**src/rtl/rgbhsi_pkg.sv**
```systemverilog
// ----------------------------------------------------------------------------
// rgbhsi_pkg: shared types and constants for the RGB to HSI converter
// Pixel and result structs, CORDIC arctangent table, fixed-point constants.
// ----------------------------------------------------------------------------
package rgbhsi_pkg;

   localparam int ANGLE_STAGES_DEF    = 16;
   localparam int ANGLE_FRAC_BITS_DEF = 16;
   localparam int TABLE_SIZE          = 24;
   localparam int SQRT3_Q15           = 56756;
   localparam logic [7:0] GRAY_HUE    = 8'd63;

   // saturation quotient bits, one resolved per cell in the first cells
   localparam int SAT_STEPS = 8;

   // vector width: |x| <= 510*2^15 < 2^24, y <= 255*56756 < 2^24, growth ~1.65
   localparam int VEC_W = 27;

   typedef struct packed {
      logic [7:0] blue;
      logic [7:0] green;
      logic [7:0] red;
   } pixel_type;

   typedef struct packed {
      logic [7:0] hue;
      logic [7:0] saturation;
      logic [7:0] intensity;
   } result_type;

   // Side data travelling with the vector through the cell row
   typedef struct packed {
      logic        gray;
      logic        flip;
      logic [7:0]  sat;
      logic [17:0] rem;
      logic [9:0]  dvs;
      logic [7:0]  inten;
   } side_type;

   localparam logic [31:0] ATAN_TURNS32 [TABLE_SIZE] = '{
      32'h20000000, 32'h12E4051E, 32'h09FB385B, 32'h051111D4,
      32'h028B0D43, 32'h0145D7E1, 32'h00A2F61E, 32'h00517C55,
      32'h0028BE53, 32'h00145F2F, 32'h000A2F98, 32'h000517CC,
      32'h00028BE6, 32'h000145F3, 32'h0000A2FA, 32'h0000517D,
      32'h000028BE, 32'h0000145F, 32'h00000A30, 32'h00000518,
      32'h0000028C, 32'h00000146, 32'h000000A3, 32'h00000051
   };

   // Table entry rounded half up to frac_bits fraction bits
   function automatic logic [31:0] table_angle(input int idx, input int frac_bits);
      logic [32:0] t;
      int          sh;
      sh = 32 - frac_bits;
      t  = {1'b0, ATAN_TURNS32[idx]} + (33'd1 << (sh - 1));
      return 32'(t >> sh);
   endfunction

endpackage

```
**src/rtl/rgbhsi_front.sv**
```systemverilog
// ----------------------------------------------------------------------------
// rgbhsi_front: entry stage
// Forms the CORDIC start vector, intensity and the saturation dividend,
// one pixel a cycle while enabled.
// ----------------------------------------------------------------------------
module rgbhsi_front import rgbhsi_pkg::*; #(
   parameter int ANGLE_FRAC_BITS = ANGLE_FRAC_BITS_DEF,
   parameter int ZW              = ANGLE_FRAC_BITS + 2
) (
   input  logic                    clock,
   input  logic                    en,
   input  pixel_type               pix,
   output logic signed [VEC_W-1:0] x_out,
   output logic signed [VEC_W-1:0] y_out,
   output logic signed [ZW-1:0]    z_out,
   output side_type                side_out
);

   logic [9:0]  sum;
   logic [7:0]  mn;
   logic [9:0]  spread;
   logic [17:0] num;
   logic [7:0]  d;
   logic signed [10:0]      xi;
   logic signed [VEC_W-1:0] x0, y0, xr, yr;
   logic signed [ZW-1:0]    zr;

   logic signed [VEC_W-1:0] x_ff, y_ff;
   logic signed [ZW-1:0]    z_ff;
   side_type                side_ff, side_in;

   always_comb begin
      sum = 10'(pix.red) + 10'(pix.green) + 10'(pix.blue);
      mn  = pix.red;
      if (pix.green < mn) mn = pix.green;
      if (pix.blue < mn) mn = pix.blue;
      spread = sum - 10'(3 * mn);
      num    = 18'(255) * 18'(spread);
      // quotient bits are resolved one per cell down the row
      side_in.sat   = '0;
      side_in.rem   = num;
      side_in.dvs   = sum;
      side_in.inten = 8'((19'(sum) * 19'd683) >> 11);
      side_in.gray  = (pix.red == pix.green) && (pix.green == pix.blue);
      side_in.flip  = pix.blue > pix.green;
      d  = (pix.green >= pix.blue) ? pix.green - pix.blue : pix.blue - pix.green;
      xi = 11'sd2 * $signed({3'b0, pix.red}) - $signed({3'b0, pix.green})
           - $signed({3'b0, pix.blue});
      x0 = VEC_W'(xi) <<< 15;
      y0 = $signed(VEC_W'(d) * VEC_W'(SQRT3_Q15));
      // pre-rotate by a quarter turn for the left half plane
      if (x0 < 0) begin
         xr = y0;
         yr = -x0;
         zr = ZW'(1) <<< (ANGLE_FRAC_BITS - 2);
      end else begin
         xr = x0;
         yr = y0;
         zr = '0;
      end
   end

   // Register the entry stage
   always_ff @(posedge clock) begin
      if (en) begin
         x_ff    <= xr;
         y_ff    <= yr;
         z_ff    <= zr;
         side_ff <= side_in;
      end
   end

   assign x_out    = x_ff;
   assign y_out    = y_ff;
   assign z_out    = z_ff;
   assign side_out = side_ff;

endmodule

```
**src/rtl/rgbhsi_cell.sv**
```systemverilog
// ----------------------------------------------------------------------------
// rgbhsi_cell: one CORDIC vectoring cell
// Rotates the vector by one table angle, resolves one saturation quotient
// bit in the first cells, and hands everything to the next cell.
// ----------------------------------------------------------------------------
module rgbhsi_cell import rgbhsi_pkg::*; #(
   parameter int IDX             = 0,
   parameter int ANGLE_FRAC_BITS = ANGLE_FRAC_BITS_DEF,
   parameter int ZW              = ANGLE_FRAC_BITS + 2
) (
   input  logic                    clock,
   input  logic                    en,
   input  logic signed [VEC_W-1:0] x_in,
   input  logic signed [VEC_W-1:0] y_in,
   input  logic signed [ZW-1:0]    z_in,
   input  side_type                side_in,
   output logic signed [VEC_W-1:0] x_out,
   output logic signed [VEC_W-1:0] y_out,
   output logic signed [ZW-1:0]    z_out,
   output side_type                side_out
);

   localparam logic signed [ZW-1:0] ANG = (IDX < TABLE_SIZE) ?
      ZW'(table_angle(IDX, ANGLE_FRAC_BITS)) : '0;
   localparam int QBIT = (IDX < SAT_STEPS) ? SAT_STEPS - 1 - IDX : 0;

   logic signed [VEC_W-1:0] x_ff, y_ff, dx, dy;
   logic signed [ZW-1:0]    z_ff;
   side_type                side_ff, side_nx;
   logic [17:0]             part;

   assign dx = y_in >>> IDX;
   assign dy = x_in >>> IDX;

   // Resolve one restoring-division bit of the saturation quotient
   always_comb begin
      side_nx = side_in;
      part    = 18'(side_in.dvs) << QBIT;
      if (IDX < SAT_STEPS && side_in.dvs != 10'd0 && side_in.rem >= part) begin
         side_nx.rem = side_in.rem - part;
         side_nx.sat = side_in.sat | (8'd1 << QBIT);
      end
   end

   // Advance one micro-rotation; cells past the table pass data unchanged
   always_ff @(posedge clock) begin
      if (en) begin
         side_ff <= side_nx;
         if (IDX >= TABLE_SIZE) begin
            x_ff <= x_in;
            y_ff <= y_in;
            z_ff <= z_in;
         end else if (y_in >= 0) begin
            x_ff <= x_in + dx;
            y_ff <= y_in - dy;
            z_ff <= z_in + ANG;
         end else begin
            x_ff <= x_in - dx;
            y_ff <= y_in + dy;
            z_ff <= z_in - ANG;
         end
      end
   end

   assign x_out    = x_ff;
   assign y_out    = y_ff;
   assign z_out    = z_ff;
   assign side_out = side_ff;

endmodule

```
**src/rtl/rgb_to_hsi_pixel_converter.sv**
```systemverilog
// ----------------------------------------------------------------------------
// rgb_to_hsi_pixel_converter: streaming RGB to HSI conversion
// Entry stage, a row of CORDIC cells and a hue scaling stage.
//
//   channel  dir  payload      handshake
//   req_     in   pixel_type   req_valid / req_ready
//   rsp_     out  result_type  rsp_valid / rsp_ready
//
// One pixel per clock while the output is not stalled. Registered stages:
// entry stage, one per CORDIC cell, output register. The whole row advances
// together; a stalled output halts it. Reset clears the valid bits only.
// ----------------------------------------------------------------------------
module rgb_to_hsi_pixel_converter import rgbhsi_pkg::*; #(
   parameter int ANGLE_STAGES    = ANGLE_STAGES_DEF,
   parameter int ANGLE_FRAC_BITS = ANGLE_FRAC_BITS_DEF
) (
   input  logic       clock,
   input  logic       reset,
   input  logic       req_valid,
   output logic       req_ready,
   input  pixel_type  req_data,
   output logic       rsp_valid,
   input  logic       rsp_ready,
   output result_type rsp_data
);

   localparam int ZW = ANGLE_FRAC_BITS + 2;
   localparam int N  = ANGLE_STAGES;

   logic signed [VEC_W-1:0] xs [N+1];
   logic signed [VEC_W-1:0] ys [N+1];
   logic signed [ZW-1:0]    zs [N+1];
   side_type                ss [N+1];
   logic [N+1:0]            vld_ff, vld_in;
   logic                    en;
   result_type              rsp_ff, rsp_in;
   logic signed [ZW-1:0]    zc;
   logic [ZW-1:0]           h;
   logic [ZW+7:0]           q;

   // Advance when the output slot is empty or being drained
   assign en        = !vld_ff[N+1] || rsp_ready;
   assign req_ready = en;

   rgbhsi_front #(.ANGLE_FRAC_BITS(ANGLE_FRAC_BITS), .ZW(ZW)) u_front (
      .clock(clock), .en(en), .pix(req_data),
      .x_out(xs[0]), .y_out(ys[0]), .z_out(zs[0]), .side_out(ss[0])
   );

   for (genvar i = 0; i < N; i++) begin : g_cell
      rgbhsi_cell #(.IDX(i), .ANGLE_FRAC_BITS(ANGLE_FRAC_BITS), .ZW(ZW)) u_cell (
         .clock(clock), .en(en),
         .x_in(xs[i]), .y_in(ys[i]), .z_in(zs[i]), .side_in(ss[i]),
         .x_out(xs[i+1]), .y_out(ys[i+1]), .z_out(zs[i+1]), .side_out(ss[i+1])
      );
   end

   // Clamp angle, mirror for blue above green, scale to 256 steps
   always_comb begin
      zc = zs[N];
      if (zc < 0) zc = '0;
      if (zc > (ZW'(1) <<< (ANGLE_FRAC_BITS - 1))) zc = ZW'(1) <<< (ANGLE_FRAC_BITS - 1);
      h = ss[N].flip ? (ZW'(1) << ANGLE_FRAC_BITS) - ZW'(zc) : ZW'(zc);
      q = ((ZW + 8)'(h) * (ZW + 8)'(255)) >> ANGLE_FRAC_BITS;
      rsp_in.hue        = ss[N].gray ? GRAY_HUE : ((q > 255) ? 8'd255 : 8'(q));
      rsp_in.saturation = ss[N].sat;
      rsp_in.intensity  = ss[N].inten;
      vld_in            = {vld_ff[N:0], req_valid};
   end

   // Hold valid bits and output register
   always_ff @(posedge clock) begin
      if (reset) begin
         vld_ff <= '0;
      end else if (en) begin
         vld_ff <= vld_in;
      end
      if (en) begin
         rsp_ff <= rsp_in;
      end
   end

   assign rsp_valid = vld_ff[N+1];
   assign rsp_data  = rsp_ff;

endmodule
```
**config.mk**
```make
export PLATFORM = sky130hd
export DESIGN_NAME = rgb_to_hsi_pixel_converter
export DESIGN_NICKNAME = d
export VERILOG_FILES = /design/src/rtl/rgbhsi_pkg.sv /design/src/rtl/rgbhsi_front.sv /design/src/rtl/rgbhsi_cell.sv /design/src/rtl/rgb_to_hsi_pixel_converter.sv
export SDC_FILE = /design/constraint.sdc
export NUM_CORES = 2
export LEC_CHECK = 0
export BUFFER_PORTS_ARGS = -buffer_cell sky130_fd_sc_hd__buf_2
export CORE_MARGIN = 1.5
export CORE_UTILIZATION = 50
export DETAILED_ROUTE_END_ITERATION = 16
export GPL_ROUTABILITY_DRIVEN = 0
export GPL_TIMING_DRIVEN = 0
export PLACE_DENSITY = 0.73
export SLEW_MARGIN = 20
export SYNTH_ARGS = -nofsm -noshare
export SYNTH_HDL_FRONTEND = slang
export SYNTH_SLANG_ARGS = --single-unit
```
**constraint.sdc**
```tcl
create_clock -name clock -period 60.9 [get_ports clock]
set_input_delay 6.09 -clock clock [delete_from_list [all_inputs] [get_ports clock]]
set_output_delay 6.09 -clock clock [all_outputs]
set_load 0.05 [all_outputs]
```
==> run summary <==
Nets -> 12900
Syn avg cell area -> 10.3 sq um
WP buf/inv -> 8
Cell count along the critical path -> 40
Cells on worst reg2reg path -> 28
Layout cells sized above 1 -> 4.33%
FFs w/ async S/R, synth -> 0%
Routed vias/inst -> 5.85
Min-delay worst type -> register to register
Final Cell Area -> 125000 sq um
Ys Warns -> 0
Vias -> 84900
RSZ-0062 raised after global routing -> false
Primary FF master, synth -> edfxtp_1
CTS Root Cell -> clkbuf_16
Data arrival, critical path -> 16.07 ns
Critical path class -> primary input to register
Num CTS Buffers -> 168
Reg2reg setup slack -> 52.02 ns
Crit Path Max Fanout -> 10
Max-Cap Viols -> 0
Global Route Usage Sum -> 22.2%
First-pass GRT wire length -> 423 mm
Synth cell types -> 94
Post-synth top area cell -> edfxtp_1
Post-synth EDFFs -> 1495
Post-synthesis register bit count -> 1513
Setup crit end kind -> register
WHS -> 0.383 ns
Die footprint -> 231000 sq um
Initial antenna violation count -> 3
Status -> finished, final reports clean
Max stage delay on crit path -> 0.60 ns
Clk sinks -> 1513
Delay-heaviest family, CP -> adder cells
Top post-synthesis cells by area -> edfxtp_1 (39%), ha_1 (14%), xnor2_1 (7.0%), fa_1 (3.8%), a21oi_1 (3.6%)
Max_slew headroom -> 28.0%
Reg clk slew, reported paths -> 0.06 ns
DRT Pass-1 Iters -> 8
Initial core utilization -> 50.2%
Post-route insts no fill -> 14500
Top cell type's share of synthesized area -> 39.4%
Final Hold Vio Count -> 0
DRC Markers -> 0
Syn Inst Count -> 11000
Hpwl dp -> 205 mm
DP Cell Count -> 14200
Placed cell areas -> 119000 sq um
Reg2Reg Capture Point -> rsp_data[19]$_SDFFCE_PP1P_
Core Rows -> 175
Largest net degree at the start of global routing -> 65
Post-synthesis sequential area ratio -> 39.7%
CTS resizes -> 0
Drt initial violations -> 6454
Post-route ant nets -> 0
Slowest-stage cell, CP -> nor2_1
CTS tree -> done
Layout area overhead -> 9.59%
Setup Buffers After CTS -> 0
Maximum clock frequency -> 64.5 MHz
Die height -> 480 microns
# setup viols final -> 0
H-tree depth -> 4
Worst-margin pin slew -> 1.07 ns
I/O Buffers -> 52
Mapped Area -> 114000 sq um
DR WL/cell -> 17.9 microns
CTS Hold Bufs -> 0
WL final -> 261 mm
Ports -> 54
Type of origin of the critical path -> primary input
Hold_sp -> g_cell[14].u_cell.z_out[11]$_DFFE_PP_
Slew Limit Fails -> 0
Clk_skew -> 0.0610 ns
Clock latency at the later pin of the worst-skew pair -> 0.85 ns
Worst Path Required -> 61.47 ns
Tcrit/Tclk final -> 25.4%
DIE WIDTH -> 480 microns
Crit path from -> req_data[1]
Vias in the first global route -> 84700
Hold path endpoint -> g_cell[15].u_cell.z_out[11]$_DFFE_PP_
Max Root-Sink Buffers -> 3
Fin crit period -> 15.50 ns
Worst hold path depth -> 0
Start of the worst register-to-register path -> g_cell[15].u_cell.z_out[3]$_DFFE_PP_
Grt total ovfl -> 0
Core area -> 227000 sq um
cell type report:
| cell class | instances | area [sq um] |
|---|---|---|
| Fill cell | 19100 | 102000 |
| Multi-Input combinational cell | 8600 | 65200 |
| Sequential cell | 1513 | 45300 |
| Clock buffer | 193 | 4300 |
| Tap cell | 3009 | 3760 |
| Inverter | 854 | 3210 |
| Clock inverter | 116 | 1540 |
| Timing Repair Buffer | 82 | 1010 |
| Buffer | 151 | 579 |
| Antenna cell | 1 | 2.50 |
flip-flops by register name, indices dropped and copies added, names as in the netlist:
register	flops
g_cell.u_cell.side_out	456
g_cell.u_cell.y_out	349
g_cell.u_cell.x_out	333
g_cell.u_cell.z_out	245
u_front.side_out	38
u_front.y_out	25
rsp_data	24
u_front.x_out	24
vld_ff	18
u_front.z_out	1
synth_stat cells (all sizes together) (131+ instances only):
cell type and instances:
a21o 315, a21oi 827, edfxtp 1495, fa 217, ha 1299, inv 849
nand2 643, nand2b 146, nand3 218, nor2 757, nor2b 131, nor3 232
o21a 138, o21ai 589, o21bai 137, o31ai 171, or3 132, xnor2 911
xor2 465
cell families (layout without fill, tap and decap cells):
logic type	count (synthesis)	in the layout	share of synthesized area, %
buffers and inverters	1005	1396	3.32
muxes	80	80	0.736
AOI/OAI and AO/OA	2780	2780	15.6
other	2	77	0.00659
xor gates and xnor gates	1376	1376	10.6
and+or+nand+nor	2769	2769	11.9
adders and majority gates	1519	1519	18.1
DFF	1513	1513	39.7
through the flow:
stage	setup TNS (ns)	utilization, %	setup WS [ns]
global placement	-2322.67	52.1	-10.76
finish	0	55.0	45.40
CTS	0	55.0	45.53
detailed placement	0	52.4	44.66
floorplan	0	-	7.65
global route	0	55.0	44.40
routing by layer:
metal	up-vias	GRT usage, %	wire length (microns)
met5	-	0	13
met4	2	9.55	11100
met3	696	3.10	14000
met2	2692	39.7	129000
met1	40500	26.4	106000
li1	41000	-	-
layout by cell type, fill, tap and decap left out, types with 168 or more instances in the layout:
master     count
ha_1        1299
o21ai_0      587
xnor2_1      909
nand2_1      643
fa_1         217
edfxtp_1    1495
nor2_1       756
o31ai_1      171
inv_1        849
clkbuf_16    168
a21o_1       315
a21oi_1      827
nand3_1      218
nor3_1       232
xor2_1       465
worst register-to-register path: cells and delay by family (launching register included):
family,cells,cell delay (ns)
compound gates,9,2.06
simple gates,9,2.63
flops,1,0.51
fa+ha+maj,6,2.60
buf+inv,3,0.57
mux,1,0.27
worst max path at each step:
stage          slack, ns                              to
2_1_floorplan       7.65                       req_ready
3_3_place_gp      -10.76                       req_ready
3_5_place_dp       44.66  u_front.side_out[35]$_DFFE_PP_
4_1_cts            45.53  u_front.side_out[35]$_DFFE_PP_
5_1_grt            44.40  u_front.side_out[35]$_DFFE_PP_
6_report           45.40  u_front.side_out[35]$_DFFE_PP_
Power is not shown: default switching activity piles up to over one toggle a cycle in this logic, so the estimate is an artifact.
